$ cat src/hw/rtl/bcp_pkg.sv
`timescale 1ns / 1ps
// ----------------------------------------------------------------------------
// bcp_pkg
// Shared types, register codes and constants of the balance cascade PID step.
// ----------------------------------------------------------------------------
package bcp_pkg;

  localparam int CFG_IDX_W  = 3;
  localparam int CFG_DATA_W = 29;

  localparam logic [CFG_IDX_W-1:0] REG_BALANCE_ANGLE = 3'd0;
  localparam logic [CFG_IDX_W-1:0] REG_UPRIGHT_KP    = 3'd1;
  localparam logic [CFG_IDX_W-1:0] REG_UPRIGHT_KD    = 3'd2;
  localparam logic [CFG_IDX_W-1:0] REG_SPEED_KP      = 3'd3;
  localparam logic [CFG_IDX_W-1:0] REG_STEER_KP      = 3'd4;
  localparam logic [CFG_IDX_W-1:0] REG_STEER_KD      = 3'd5;
  localparam logic [CFG_IDX_W-1:0] REG_SPEED_TARGET  = 3'd6;
  localparam logic [CFG_IDX_W-1:0] REG_STEER_LIMIT   = 3'd7;

  localparam logic signed [16:0] BALANCE_ANGLE_RST = -17'sd1280;
  localparam logic signed [28:0] UPRIGHT_KP_RST    = 29'sd18350080;
  localparam logic signed [28:0] UPRIGHT_KD_RST    = 29'sd43909;
  localparam logic signed [28:0] SPEED_KP_RST      = -29'sd47186;

  localparam logic signed [13:0] PWM_MAX        = 14'sd7200;
  localparam logic signed [15:0] INTEGRAL_LIMIT = 16'sd20000;

  // x/10 = (x * REC10) >> 23, exact for x < 2^22
  localparam logic [19:0] REC10    = 20'd838861;
  // x/25 = (x * REC25) >> 33, exact for x < 2^30
  localparam logic [28:0] REC25    = 29'd343597384;
  // 200 * 2^23: speed term beyond this saturates
  localparam logic [30:0] VMAG_CAP = 31'd1677721600;
  localparam logic [23:0] VEL_SAT  = 24'd8388607;

  typedef enum logic [3:0] {
    OP_NONE,
    OP_CAPTURE,
    OP_FILT,
    OP_FE,
    OP_INT,
    OP_SOP,
    OP_VMAG,
    OP_VMUL,
    OP_VEL,
    OP_EANG,
    OP_UPR,
    OP_OUT
  } op_t;

  typedef enum logic [2:0] {
    GAIN_SPEED_KP,
    GAIN_UPRIGHT_KP,
    GAIN_UPRIGHT_KD,
    GAIN_STEER_KP,
    GAIN_STEER_KD
  } gain_sel_t;

  typedef enum logic [2:0] {
    MOP_LO,
    MOP_HI,
    MOP_PITCH_RATE,
    MOP_YAW_RATE,
    MOP_TURN
  } mop_sel_t;

  typedef enum logic [1:0] {
    ACC_SH_0,
    ACC_SH_8,
    ACC_SH_17
  } acc_sh_t;

  typedef enum logic [4:0] {
    ST_IDLE,
    ST_FILT,
    ST_FE,
    ST_INT,
    ST_SOP,
    ST_SPD_LO,
    ST_SPD_HI,
    ST_SPD_DR,
    ST_VMAG,
    ST_VMUL,
    ST_VEL,
    ST_EANG,
    ST_UPR_LO,
    ST_UPR_HI,
    ST_UPR_KD,
    ST_UPR_DR,
    ST_UPR,
    ST_OUT
  } ctl_state_t;

  typedef struct packed {
    op_t       op;
    logic      mul_en;
    gain_sel_t gain;
    mop_sel_t  mop;
    acc_sh_t   sh;
  } dp_cmd_t;

  typedef struct packed {
    logic out_free;
  } dp_sts_t;

endpackage

$ cat src/hw/rtl/balance_cascade_pid_step_unit.sv
`timescale 1ns / 1ps
// ----------------------------------------------------------------------------
// balance_cascade_pid_step_unit
// Cascaded speed PI / upright PD / turn PD controller for a two-wheel robot.
// out_valid rises once the sequencer has stepped through all loops and the
// output register is free. A new transaction is taken only once the last one is
//   done, as the loops share the 29x18 gain multiplier (seven products).
// A result waiting in the output register does not block the next input.
// Reset (synchronous, rst_n low): registers take their defaults, filter and
//   integral state clear, the output channel empties.
// ----------------------------------------------------------------------------
module balance_cascade_pid_step_unit (
  input  logic                            clk,
  input  logic                            rst_n,
  input  logic                            cfg_we,
  input  logic [bcp_pkg::CFG_IDX_W-1:0]   cfg_index,
  input  logic [bcp_pkg::CFG_DATA_W-1:0]  cfg_wdata,
  input  logic                            in_valid,
  output logic                            in_stall,
  input  logic signed [15:0]              in_left_speed,
  input  logic signed [15:0]              in_right_speed,
  input  logic signed [16:0]              in_pitch_angle,
  input  logic signed [15:0]              in_pitch_rate,
  input  logic signed [15:0]              in_yaw_rate,
  input  logic signed [15:0]              in_turn_command,
  input  logic                            in_stop_request,
  output logic                            out_valid,
  input  logic                            out_stall,
  output logic signed [13:0]              out_motor_left,
  output logic signed [13:0]              out_motor_right
);

  bcp_pkg::dp_cmd_t cmd;
  bcp_pkg::dp_sts_t sts;

  bcp_ctrl u_ctrl (
    .clk      (clk),
    .rst_n    (rst_n),
    .in_valid (in_valid),
    .in_stall (in_stall),
    .sts      (sts),
    .cmd      (cmd)
  );

  bcp_datapath u_datapath (
    .clk             (clk),
    .rst_n           (rst_n),
    .cfg_we          (cfg_we),
    .cfg_index       (cfg_index),
    .cfg_wdata       (cfg_wdata),
    .in_left_speed   (in_left_speed),
    .in_right_speed  (in_right_speed),
    .in_pitch_angle  (in_pitch_angle),
    .in_pitch_rate   (in_pitch_rate),
    .in_yaw_rate     (in_yaw_rate),
    .in_turn_command (in_turn_command),
    .in_stop_request (in_stop_request),
    .cmd             (cmd),
    .sts             (sts),
    .out_stall       (out_stall),
    .out_valid       (out_valid),
    .out_motor_left  (out_motor_left),
    .out_motor_right (out_motor_right)
  );

endmodule

$ cat src/hw/rtl/bcp_ctrl.sv
`timescale 1ns / 1ps
// ----------------------------------------------------------------------------
// bcp_ctrl
// Sequencer: steps the datapath through filter, speed, upright and turn loops.
// ----------------------------------------------------------------------------
module bcp_ctrl (
  input  logic              clk,
  input  logic              rst_n,
  input  logic              in_valid,
  output logic              in_stall,
  input  bcp_pkg::dp_sts_t  sts,
  output bcp_pkg::dp_cmd_t  cmd
);

  bcp_pkg::ctl_state_t state_r, state_nxt;

  always_ff @(posedge clk) begin
    if (!rst_n) begin
      state_r <= bcp_pkg::ST_IDLE;
    end else begin
      state_r <= state_nxt;
    end
  end

  always_comb begin
    state_nxt  = state_r;
    cmd        = '0;
    cmd.op     = bcp_pkg::OP_NONE;
    cmd.mul_en = 1'b0;
    cmd.gain   = bcp_pkg::GAIN_SPEED_KP;
    cmd.mop    = bcp_pkg::MOP_LO;
    cmd.sh     = bcp_pkg::ACC_SH_0;
    case (state_r)
      bcp_pkg::ST_IDLE: begin
        if (in_valid) begin
          cmd.op    = bcp_pkg::OP_CAPTURE;
          state_nxt = bcp_pkg::ST_FILT;
        end
      end
      bcp_pkg::ST_FILT: begin
        cmd.op     = bcp_pkg::OP_FILT;
        cmd.mul_en = 1'b1;
        cmd.gain   = bcp_pkg::GAIN_STEER_KP;
        cmd.mop    = bcp_pkg::MOP_TURN;
        state_nxt  = bcp_pkg::ST_FE;
      end
      bcp_pkg::ST_FE: begin
        cmd.op     = bcp_pkg::OP_FE;
        cmd.mul_en = 1'b1;
        cmd.gain   = bcp_pkg::GAIN_STEER_KD;
        cmd.mop    = bcp_pkg::MOP_YAW_RATE;
        state_nxt  = bcp_pkg::ST_INT;
      end
      bcp_pkg::ST_INT: begin
        cmd.op    = bcp_pkg::OP_INT;
        state_nxt = bcp_pkg::ST_SOP;
      end
      bcp_pkg::ST_SOP: begin
        cmd.op    = bcp_pkg::OP_SOP;
        state_nxt = bcp_pkg::ST_SPD_LO;
      end
      bcp_pkg::ST_SPD_LO: begin
        cmd.mul_en = 1'b1;
        cmd.gain   = bcp_pkg::GAIN_SPEED_KP;
        cmd.mop    = bcp_pkg::MOP_LO;
        state_nxt  = bcp_pkg::ST_SPD_HI;
      end
      bcp_pkg::ST_SPD_HI: begin
        cmd.mul_en = 1'b1;
        cmd.gain   = bcp_pkg::GAIN_SPEED_KP;
        cmd.mop    = bcp_pkg::MOP_HI;
        cmd.sh     = bcp_pkg::ACC_SH_17;
        state_nxt  = bcp_pkg::ST_SPD_DR;
      end
      bcp_pkg::ST_SPD_DR: begin
        state_nxt = bcp_pkg::ST_VMAG;
      end
      bcp_pkg::ST_VMAG: begin
        cmd.op    = bcp_pkg::OP_VMAG;
        state_nxt = bcp_pkg::ST_VMUL;
      end
      bcp_pkg::ST_VMUL: begin
        cmd.op    = bcp_pkg::OP_VMUL;
        state_nxt = bcp_pkg::ST_VEL;
      end
      bcp_pkg::ST_VEL: begin
        cmd.op    = bcp_pkg::OP_VEL;
        state_nxt = bcp_pkg::ST_EANG;
      end
      bcp_pkg::ST_EANG: begin
        cmd.op    = bcp_pkg::OP_EANG;
        state_nxt = bcp_pkg::ST_UPR_LO;
      end
      bcp_pkg::ST_UPR_LO: begin
        cmd.mul_en = 1'b1;
        cmd.gain   = bcp_pkg::GAIN_UPRIGHT_KP;
        cmd.mop    = bcp_pkg::MOP_LO;
        state_nxt  = bcp_pkg::ST_UPR_HI;
      end
      bcp_pkg::ST_UPR_HI: begin
        cmd.mul_en = 1'b1;
        cmd.gain   = bcp_pkg::GAIN_UPRIGHT_KP;
        cmd.mop    = bcp_pkg::MOP_HI;
        cmd.sh     = bcp_pkg::ACC_SH_17;
        state_nxt  = bcp_pkg::ST_UPR_KD;
      end
      bcp_pkg::ST_UPR_KD: begin
        cmd.mul_en = 1'b1;
        cmd.gain   = bcp_pkg::GAIN_UPRIGHT_KD;
        cmd.mop    = bcp_pkg::MOP_PITCH_RATE;
        cmd.sh     = bcp_pkg::ACC_SH_8;
        state_nxt  = bcp_pkg::ST_UPR_DR;
      end
      bcp_pkg::ST_UPR_DR: begin
        state_nxt = bcp_pkg::ST_UPR;
      end
      bcp_pkg::ST_UPR: begin
        cmd.op    = bcp_pkg::OP_UPR;
        state_nxt = bcp_pkg::ST_OUT;
      end
      bcp_pkg::ST_OUT: begin
        if (sts.out_free) begin
          cmd.op    = bcp_pkg::OP_OUT;
          state_nxt = bcp_pkg::ST_IDLE;
        end
      end
      default: begin
        state_nxt = bcp_pkg::ST_IDLE;
      end
    endcase
  end

  assign in_stall = (state_r != bcp_pkg::ST_IDLE);

endmodule

$ cat src/hw/rtl/bcp_datapath.sv
`timescale 1ns / 1ps
// ----------------------------------------------------------------------------
// bcp_datapath
// Config registers, loop state, shared gain multiplier with accumulator,
// reciprocal dividers and the output register.
// ----------------------------------------------------------------------------
module bcp_datapath (
  input  logic                                 clk,
  input  logic                                 rst_n,
  input  logic                                 cfg_we,
  input  logic [bcp_pkg::CFG_IDX_W-1:0]        cfg_index,
  input  logic [bcp_pkg::CFG_DATA_W-1:0]       cfg_wdata,
  input  logic signed [15:0]                   in_left_speed,
  input  logic signed [15:0]                   in_right_speed,
  input  logic signed [16:0]                   in_pitch_angle,
  input  logic signed [15:0]                   in_pitch_rate,
  input  logic signed [15:0]                   in_yaw_rate,
  input  logic signed [15:0]                   in_turn_command,
  input  logic                                 in_stop_request,
  input  bcp_pkg::dp_cmd_t                     cmd,
  output bcp_pkg::dp_sts_t                     sts,
  input  logic                                 out_stall,
  output logic                                 out_valid,
  output logic signed [13:0]                   out_motor_left,
  output logic signed [13:0]                   out_motor_right
);

  function automatic logic signed [13:0] sat_pwm(input logic signed [38:0] v);
    logic signed [38:0] lim;
    logic signed [13:0] res;
    lim = 39'(bcp_pkg::PWM_MAX);
    if (v > lim) begin
      res = bcp_pkg::PWM_MAX;
    end else if (v < -lim) begin
      res = -bcp_pkg::PWM_MAX;
    end else begin
      res = v[13:0];
    end
    return res;
  endfunction

  // config registers
  logic signed [16:0] balance_angle_r;
  logic signed [28:0] upright_kp_r;
  logic signed [28:0] upright_kd_r;
  logic signed [28:0] speed_kp_r;
  logic signed [28:0] steer_kp_r;
  logic signed [28:0] steer_kd_r;
  logic signed [13:0] speed_target_r;
  logic [14:0]        steer_limit_r;

  // captured transaction
  logic signed [15:0] left_r, right_r, prate_r, yaw_r, cmd_r;
  logic signed [16:0] pitch_r;
  logic               stop_r;

  // loop state
  logic signed [17:0] fe_r, fe_nxt;
  logic signed [15:0] si_r, si_nxt;

  // working registers
  logic [40:0]        prod10_r, prod10_nxt;
  logic               fneg_r;
  logic signed [33:0] opnd_r, opnd_nxt;
  logic signed [29:0] trn_r, trn_nxt;
  logic [30:0]        vmag_r, vmag_nxt;
  logic               vneg_r;
  logic [56:0]        prod25_r, prod25_nxt;
  logic signed [23:0] vel_r, vel_nxt;
  logic signed [37:0] upr_r, upr_nxt;

  // shared multiplier / accumulator
  logic signed [28:0] mul_a;
  logic signed [17:0] mul_b;
  logic signed [46:0] prod_r, prod_nxt;
  logic               pend_r;
  bcp_pkg::acc_sh_t   pend_sh_r;
  logic signed [63:0] acc_r, acc_nxt, acc_add;

  logic               out_valid_r;
  logic signed [13:0] motor_left_r, motor_right_r;

  // combinational temporaries
  logic signed [16:0] turn_ext, lim_ext;
  logic signed [15:0] cmd_clamp;
  logic signed [17:0] err_w;
  logic signed [21:0] num_w;
  logic [20:0]        num_mag;
  logic [17:0]        fe_q;
  logic signed [18:0] isum;
  logic signed [18:0] ilim;
  logic signed [63:0] tbias, ubias, acc_abs;
  logic [47:0]        vshift;
  logic [23:0]        vq, vm;
  logic signed [38:0] diff_l, diff_r;

  always_ff @(posedge clk) begin
    if (!rst_n) begin
      balance_angle_r <= bcp_pkg::BALANCE_ANGLE_RST;
      upright_kp_r    <= bcp_pkg::UPRIGHT_KP_RST;
      upright_kd_r    <= bcp_pkg::UPRIGHT_KD_RST;
      speed_kp_r      <= bcp_pkg::SPEED_KP_RST;
      steer_kp_r      <= '0;
      steer_kd_r      <= '0;
      speed_target_r  <= '0;
      steer_limit_r   <= '0;
    end else if (cfg_we) begin
      case (cfg_index)
        bcp_pkg::REG_BALANCE_ANGLE: balance_angle_r <= cfg_wdata[16:0];
        bcp_pkg::REG_UPRIGHT_KP:    upright_kp_r    <= cfg_wdata[28:0];
        bcp_pkg::REG_UPRIGHT_KD:    upright_kd_r    <= cfg_wdata[28:0];
        bcp_pkg::REG_SPEED_KP:      speed_kp_r      <= cfg_wdata[28:0];
        bcp_pkg::REG_STEER_KP:      steer_kp_r      <= cfg_wdata[28:0];
        bcp_pkg::REG_STEER_KD:      steer_kd_r      <= cfg_wdata[28:0];
        bcp_pkg::REG_SPEED_TARGET:  speed_target_r  <= cfg_wdata[13:0];
        bcp_pkg::REG_STEER_LIMIT:   steer_limit_r   <= cfg_wdata[14:0];
        default: ;
      endcase
    end
  end

  // turn command clamp
  always_comb begin
    turn_ext = 17'(in_turn_command);
    lim_ext  = $signed({2'b00, steer_limit_r});
    if (turn_ext > lim_ext) begin
      cmd_clamp = lim_ext[15:0];
    end else if (turn_ext < -lim_ext) begin
      cmd_clamp = 16'(-lim_ext);
    end else begin
      cmd_clamp = in_turn_command;
    end
  end

  // speed filter: (3*err + 7*fe) / 10, truncated toward zero
  always_comb begin
    err_w      = 18'(left_r) + 18'(right_r) - 18'(speed_target_r);
    num_w      = (22'(err_w) <<< 1) + 22'(err_w) + (22'(fe_r) <<< 3) - 22'(fe_r);
    num_mag    = num_w[21] ? 21'(-num_w) : 21'(num_w);
    prod10_nxt = 41'(num_mag) * 41'(bcp_pkg::REC10);
    fe_q       = prod10_r[40:23];
    fe_nxt     = fneg_r ? -$signed(fe_q) : $signed(fe_q);
  end

  // integral with clamp and stop clear
  always_comb begin
    isum = 19'(si_r) + 19'(fe_r);
    ilim = 19'(bcp_pkg::INTEGRAL_LIMIT);
    if (stop_r) begin
      si_nxt = '0;
    end else if (isum > ilim) begin
      si_nxt = bcp_pkg::INTEGRAL_LIMIT;
    end else if (isum < -ilim) begin
      si_nxt = -bcp_pkg::INTEGRAL_LIMIT;
    end else begin
      si_nxt = isum[15:0];
    end
  end

  // operand loads and loop results
  always_comb begin
    opnd_nxt = opnd_r;
    if (cmd.op == bcp_pkg::OP_SOP) begin
      opnd_nxt = (34'(fe_r) <<< 7) + (34'(fe_r) <<< 6) + (34'(fe_r) <<< 3) + 34'(si_r);
    end else if (cmd.op == bcp_pkg::OP_EANG) begin
      opnd_nxt = 34'(pitch_r) - 34'(balance_angle_r) - (34'(vel_r) <<< 8);
    end

    tbias   = acc_r + (acc_r[63] ? 64'sd65535 : 64'sd0);
    trn_nxt = tbias[45:16];

    acc_abs  = acc_r[63] ? -acc_r : acc_r;
    vshift   = acc_abs[63:16];
    vmag_nxt = (vshift >= 48'(bcp_pkg::VMAG_CAP)) ? bcp_pkg::VMAG_CAP : vshift[30:0];

    prod25_nxt = 57'(vmag_r[30:3]) * 57'(bcp_pkg::REC25);
    vq         = prod25_r[56:33];
    vm         = (vq > bcp_pkg::VEL_SAT) ? bcp_pkg::VEL_SAT : vq;
    vel_nxt    = vneg_r ? -$signed(vm) : $signed(vm);

    ubias   = acc_r + (acc_r[63] ? 64'sd16777215 : 64'sd0);
    upr_nxt = ubias[61:24];

    diff_l = 39'(upr_r) - 39'(trn_r);
    diff_r = 39'(upr_r) + 39'(trn_r);
  end

  // shared gain multiplier
  always_comb begin
    case (cmd.gain)
      bcp_pkg::GAIN_SPEED_KP:   mul_a = speed_kp_r;
      bcp_pkg::GAIN_UPRIGHT_KP: mul_a = upright_kp_r;
      bcp_pkg::GAIN_UPRIGHT_KD: mul_a = upright_kd_r;
      bcp_pkg::GAIN_STEER_KP:   mul_a = steer_kp_r;
      bcp_pkg::GAIN_STEER_KD:   mul_a = steer_kd_r;
      default:                  mul_a = '0;
    endcase
    case (cmd.mop)
      bcp_pkg::MOP_LO:         mul_b = $signed({1'b0, opnd_r[16:0]});
      bcp_pkg::MOP_HI:         mul_b = 18'($signed(opnd_r[33:17]));
      bcp_pkg::MOP_PITCH_RATE: mul_b = 18'(prate_r);
      bcp_pkg::MOP_YAW_RATE:   mul_b = 18'(yaw_r);
      bcp_pkg::MOP_TURN:       mul_b = 18'(cmd_r);
      default:                 mul_b = '0;
    endcase
    prod_nxt = 47'(mul_a) * 47'(mul_b);

    case (pend_sh_r)
      bcp_pkg::ACC_SH_0:  acc_add = 64'(prod_r);
      bcp_pkg::ACC_SH_8:  acc_add = 64'(prod_r) <<< 8;
      bcp_pkg::ACC_SH_17: acc_add = 64'(prod_r) <<< 17;
      default:            acc_add = '0;
    endcase
    if (cmd.op == bcp_pkg::OP_CAPTURE || cmd.op == bcp_pkg::OP_SOP ||
        cmd.op == bcp_pkg::OP_EANG) begin
      acc_nxt = '0;
    end else begin
      acc_nxt = acc_r + (pend_r ? acc_add : 64'sd0);
    end
  end

  // control and loop state
  always_ff @(posedge clk) begin
    if (!rst_n) begin
      fe_r        <= '0;
      si_r        <= '0;
      pend_r      <= 1'b0;
      out_valid_r <= 1'b0;
    end else begin
      if (cmd.op == bcp_pkg::OP_FE) begin
        fe_r <= fe_nxt;
      end
      if (cmd.op == bcp_pkg::OP_INT) begin
        si_r <= si_nxt;
      end
      pend_r <= cmd.mul_en;
      if (cmd.op == bcp_pkg::OP_OUT) begin
        out_valid_r <= 1'b1;
      end else if (!out_stall) begin
        out_valid_r <= 1'b0;
      end
    end
  end

  // payload registers
  always_ff @(posedge clk) begin
    if (cmd.op == bcp_pkg::OP_CAPTURE) begin
      left_r  <= in_left_speed;
      right_r <= in_right_speed;
      pitch_r <= in_pitch_angle;
      prate_r <= in_pitch_rate;
      yaw_r   <= in_yaw_rate;
      cmd_r   <= cmd_clamp;
      stop_r  <= in_stop_request;
    end
    if (cmd.op == bcp_pkg::OP_FILT) begin
      prod10_r <= prod10_nxt;
      fneg_r   <= num_w[21];
    end
    if (cmd.op == bcp_pkg::OP_SOP) begin
      trn_r <= trn_nxt;
    end
    if (cmd.op == bcp_pkg::OP_VMAG) begin
      vmag_r <= vmag_nxt;
      vneg_r <= acc_r[63];
    end
    if (cmd.op == bcp_pkg::OP_VMUL) begin
      prod25_r <= prod25_nxt;
    end
    if (cmd.op == bcp_pkg::OP_VEL) begin
      vel_r <= vel_nxt;
    end
    if (cmd.op == bcp_pkg::OP_UPR) begin
      upr_r <= upr_nxt;
    end
    if (cmd.op == bcp_pkg::OP_OUT) begin
      motor_left_r  <= sat_pwm(diff_l);
      motor_right_r <= sat_pwm(diff_r);
    end
    opnd_r    <= opnd_nxt;
    prod_r    <= prod_nxt;
    pend_sh_r <= cmd.sh;
    acc_r     <= acc_nxt;
  end

  assign sts.out_free    = !out_valid_r || !out_stall;
  assign out_valid       = out_valid_r;
  assign out_motor_left  = motor_left_r;
  assign out_motor_right = motor_right_r;

endmodule
$ cat config.mk
export PLATFORM = sky130hd
export DESIGN_NAME = balance_cascade_pid_step_unit
export DESIGN_NICKNAME = d
export VERILOG_FILES = /design/src/hw/rtl/bcp_pkg.sv /design/src/hw/rtl/balance_cascade_pid_step_unit.sv /design/src/hw/rtl/bcp_ctrl.sv /design/src/hw/rtl/bcp_datapath.sv
export SDC_FILE = /design/constraint.sdc
export NUM_CORES = 2
export LEC_CHECK = 0
export BUFFER_PORTS_ARGS = -buffer_cell sky130_fd_sc_hd__buf_2
export CAP_MARGIN = 0
export CORE_MARGIN = 4
export CORE_UTILIZATION = 30
export CTS_CLUSTER_SIZE = 20
export DETAILED_ROUTE_END_ITERATION = 10
export HOLD_SLACK_MARGIN = 0.12
export MAX_ROUTING_LAYER = met4
export SLEW_MARGIN = 0
export SYNTH_ARGS = -nofsm -noshare
export SYNTH_HDL_FRONTEND = slang
export SYNTH_HIERARCHICAL = 1
export SYNTH_SLANG_ARGS = --single-unit
export TNS_END_PERCENT = 10
$ cat constraint.sdc
create_clock -name clk -period 17.9 [get_ports clk]
set_input_delay 1.79 -clock clk [delete_from_list [all_inputs] [get_ports clk]]
set_output_delay 1.79 -clock clk [all_outputs]
set_load 0.005 [all_outputs]
==> flow_metrics.py <==
metrics = {
    "worst_setup_path": {
        "r2r-end": "u_datapath/prod10_r[40]",
        "sort_of_element_at_the_end_of_the_critical_path": "register",
        "timing.reg2reg.worst_path_depth": 54,
        "crit_path_max_fanout": 12,
        "r2r-start": "u_datapath/left_r[2]",
        "slowest_stage": "sky130_fd_sc_hd__xnor2_1",
        "cp.arrival_ns": 14.66,
        "worst-endpoint-required_ns": 18.31,
        "reg2reg_slack_ns": 3.65,
        "timing_worst_setup_path_type": "register to register",
        "worst_path_most_repeated_cell": "sky130_fd_sc_hd__fa_1",
        "critical_path.max_stage_delay_ns": 0.55,
        "crit_path_start_kind": "register",
    },
    "cells_and_area": {
        "post_route_cells_drive_above_1_share": 0.0582,
        "num-nets-final": 11000,
        "areaGrowthSynthToFinish_pct": 9.31,
        "stdcell_area_sq_um": 89800,
    },
    "logic_synthesis": {
        "synth_top_area_frac": 0.250,
        "post_synth.cell_area_avg_sq_um": 9.19,
        "ys_top_cells_by_area": "sky130_fd_sc_hd__fa_1 25%, sky130_fd_sc_hd__ha_1 15%, sky130_fd_sc_hd__edfxtp_1 12%",
        "synth_warnings": 6,
        "synth_fp_nets": 11000,
        "synth-edff-count": 323,
        "synth_top_flop_cell": "sky130_fd_sc_hd__dfxtp_1",
        "synth_common_cells": "1437 x sky130_fd_sc_hd__inv_1, 1126 x sky130_fd_sc_hd__nand2_1, 1026 x sky130_fd_sc_hd__fa_1",
        "cell_area_synth_sq_um": 82100,
        "synthMostInstantiatedCell": "sky130_fd_sc_hd__inv_1",
        "seq_area_frac_synth": 0.202,
        "post_synth_inst_count": 8933,
        "synth_area_leader_cell": "sky130_fd_sc_hd__fa_1",
        "yosysUniqueCellTypes": 94,
        "postSynth.asyncResetShare": 0,
        "ys_ff_latch": 668,
    },
    "timing": {
        "final_count_of_pins_violating_max_slew": 0,
        "final_setup_violation_count": 0,
        "unrepaired_setup_endpoints_after_global_routing": "no",
        "max-slew-margin-rel": 0.180,
        "max_slew.worst_pin.slew_ns": 1.22,
        "clock_skew_ns": 0.0726,
        "report.final.hold_viol_count": 0,
        "fin_tns_setup_ns": 0,
        "max_freq_ghz": 0.0702,
        "final.period_utilization": 0.796,
        "post-route-min-period_ns": 14.25,
    },
    "cts": {
        "hold_fix_buffer_count_after_cts": 0,
        "number_of_sinks_handled_by_clock_tree_synthesis": 668,
        "cts.clk_slew.worst_paths_ns": 0.06,
        "setup_repair_bufs_after_cts": 0,
        "numCtsBuffers": 79,
        "cts.repair.resized": 0,
        "clkLatencyLatePin_ns": 0.69,
        "cts-root-to-sink-buffers": 3,
        "tritoncts": "built",
        "cts_root_buf": "sky130_fd_sc_hd__clkbuf_16",
        "htreeDepth": 3,
    },
    "die": {
        "placementRows": 191,
        "die_area_sq_um": 282000,
        "initial_utilization": 0.302,
        "fp.dieH_um": 531,
        "dieWidth_um": 531,
        "core_area_sq_um": 272000,
        "design.portCount": 165,
    },
    "route": {
        "detailroute.via_count": 61100,
        "drc": 0,
        "detail_route.iter0.violations": 4160,
        "avgRoutedWirePerCell_um": 17.8,
        "routed_wl_um": 224000,
        "antenna_left": 0,
        "drtPass1Iterations": 5,
        "post_drt_via_cell_ratio": 4.85,
    },
    "placement": {
        "dpl.hpwl_um": 180000,
        "io_buffer_count": 164,
        "gp_routability_congestion": 0.915,
        "dpl-instance-area_sq_um": 87000,
    },
    "global_routing": {
        "grt_max_degree": 101,
        "global_route.overflow_total": 0,
        "first_global_vias": 61700,
        "grt_pass1_wl_um": 356000,
        "grt_antenna_before_repair": 38,
        "grt.total_usage": 0.164,
    },
    "hold_path": {
        "worst_hold_launch": "u_datapath/steer_kp_r[21]",
        "holdCritPathClass": "register to register",
        "min_path_cells": 2,
        "timing.hold.worst_endpoint": "u_datapath/steer_kp_r[21]",
    },
    "run_status": {
        "result_of_the_run": "finished clean",
    },
    "flow_run": {
        "max-cap-violations": 0,
    },
}
## cells in the final DEF (no fill, tap or decap), types with 26 or more instances in the layout
cell,n
sky130_fd_sc_hd__and3_1,40
sky130_fd_sc_hd__nor3_1,111
sky130_fd_sc_hd__o31ai_1,43
sky130_fd_sc_hd__a21o_1,169
sky130_fd_sc_hd__buf_4,90
sky130_fd_sc_hd__buf_2,163
sky130_fd_sc_hd__nand2b_1,136
sky130_fd_sc_hd__xnor2_1,254
sky130_fd_sc_hd__edfxtp_1,323
sky130_fd_sc_hd__nand4_1,48
sky130_fd_sc_hd__diode_2,35
sky130_fd_sc_hd__mux2i_1,31
sky130_fd_sc_hd__a21oi_1,348
sky130_fd_sc_hd__nand2_1,1126
sky130_fd_sc_hd__dfxtp_1,342
sky130_fd_sc_hd__o21a_1,65
sky130_fd_sc_hd__o21bai_1,45
sky130_fd_sc_hd__nor2_1,439
sky130_fd_sc_hd__nor4_1,38
sky130_fd_sc_hd__a31oi_1,42
sky130_fd_sc_hd__a211oi_1,38
sky130_fd_sc_hd__or2_2,26
sky130_fd_sc_hd__clkbuf_16,79
sky130_fd_sc_hd__o211ai_1,29
sky130_fd_sc_hd__nand3_1,136
sky130_fd_sc_hd__o22ai_1,34
sky130_fd_sc_hd__nor2b_1,114
sky130_fd_sc_hd__o21ai_0,252
sky130_fd_sc_hd__fa_1,1026
sky130_fd_sc_hd__a22oi_1,64
sky130_fd_sc_hd__and2_1,68
sky130_fd_sc_hd__inv_1,1436
sky130_fd_sc_hd__o211a_1,45
sky130_fd_sc_hd__a21boi_0,177
sky130_fd_sc_hd__or3_1,50
sky130_fd_sc_hd__mux2_2,41
sky130_fd_sc_hd__xor2_1,196
sky130_fd_sc_hd__ha_1,955
## state kept, by name (all words and copies together), names as in the netlist, 15 cells and up
name                        cells
u_datapath/fe_r                18
u_datapath/pitch_r             17
u_datapath/acc_r               64
u_datapath/vel_r               24
u_datapath/steer_kd_r          29
u_datapath/prate_r             16
u_datapath/opnd_r              33
u_datapath/yaw_r               16
u_datapath/si_r                16
u_datapath/speed_kp_r          29
u_datapath/upr_r               38
u_datapath/balance_angle_r     17
u_datapath/left_r              16
u_datapath/trn_r               30
u_datapath/cmd_r               16
u_datapath/prod10_r            18
u_datapath/prod_r              47
u_datapath/upright_kd_r        29
u_datapath/prod25_r            24
u_datapath/steer_kp_r          29
u_datapath/right_r             16
u_datapath/vmag_r              28
u_datapath/upright_kp_r        29
u_datapath/steer_limit_r       15
## kinds of logic (layout without fill, tap and decap cells)
family	after synthesis	after routing	synth area share
flops	668	668	0.202
mux	73	73	0.00967
xor+xnor	450	450	0.0480
simple gates	2439	2439	0.136
buf+inv	1783	1842	0.0827
other cells	0	35	0
compound gates	1539	1539	0.126
fa+ha+maj	1981	1981	0.396
## worst max-delay path by stage
stage	from	to
finish	u_datapath/left_r[2]	u_datapath/prod10_r[40]
global placement	u_datapath/left_r[2]	u_datapath/prod10_r[40]
detailed placement	u_datapath/left_r[2]	u_datapath/prod10_r[40]
global route	u_datapath/left_r[2]	u_datapath/prod10_r[40]
CTS	u_datapath/left_r[2]	u_datapath/prod10_r[40]
floorplan	u_datapath/left_r[2]	u_datapath/prod10_r[40]
## routing by layer
layer | global-route usage | share of wire | vias up
met5 | - | 0 | -
met4 | 0.0494 | 0.033 | 0
met3 | 0.0304 | 0.067 | 288
met2 | 0.246 | 0.44 | 1702
met1 | 0.225 | 0.46 | 29700
li1 | - | - | 29500
## critical path: cells and delay by family (launching register included)
family	cells	cell delay [ns]
buffers and inverters	9	0.86
and+or+nand+nor	4	0.63
adders and majority gates	13	6.00
xor gates and xnor gates	4	1.13
DFF	1	0.32
AOI/OAI and AO/OA	24	5.05
## layout make-up
class,count,area (sq um)
inverters,1441,5410
diodes,35,87.6
clock inverters,53,557
well taps,3570,4470
repair buffers,254,1500
fillers,28100,182000
clock buffers,94,2110
flip-flops and latches,668,16600
multi-input cells,6482,59000
## metrics by stage
stage / utilization / cells / hold WS [ns] / worst slack, ns
after floorplan: - / 8933 / 0.437 / 5.17
after global placement: 0.320 / 12400 / 0.449 / 3.84
after detailed placement: 0.320 / 12400 / 0.451 / 3.67
after CTS: 0.330 / 12600 / 0.464 / 3.59
after global routing: 0.330 / 12600 / 0.481 / 2.61
final: 0.330 / 12600 / 0.463 / 3.65
Power is not shown: default switching activity piles up to over one toggle a cycle in this logic, so the estimate is an artifact.
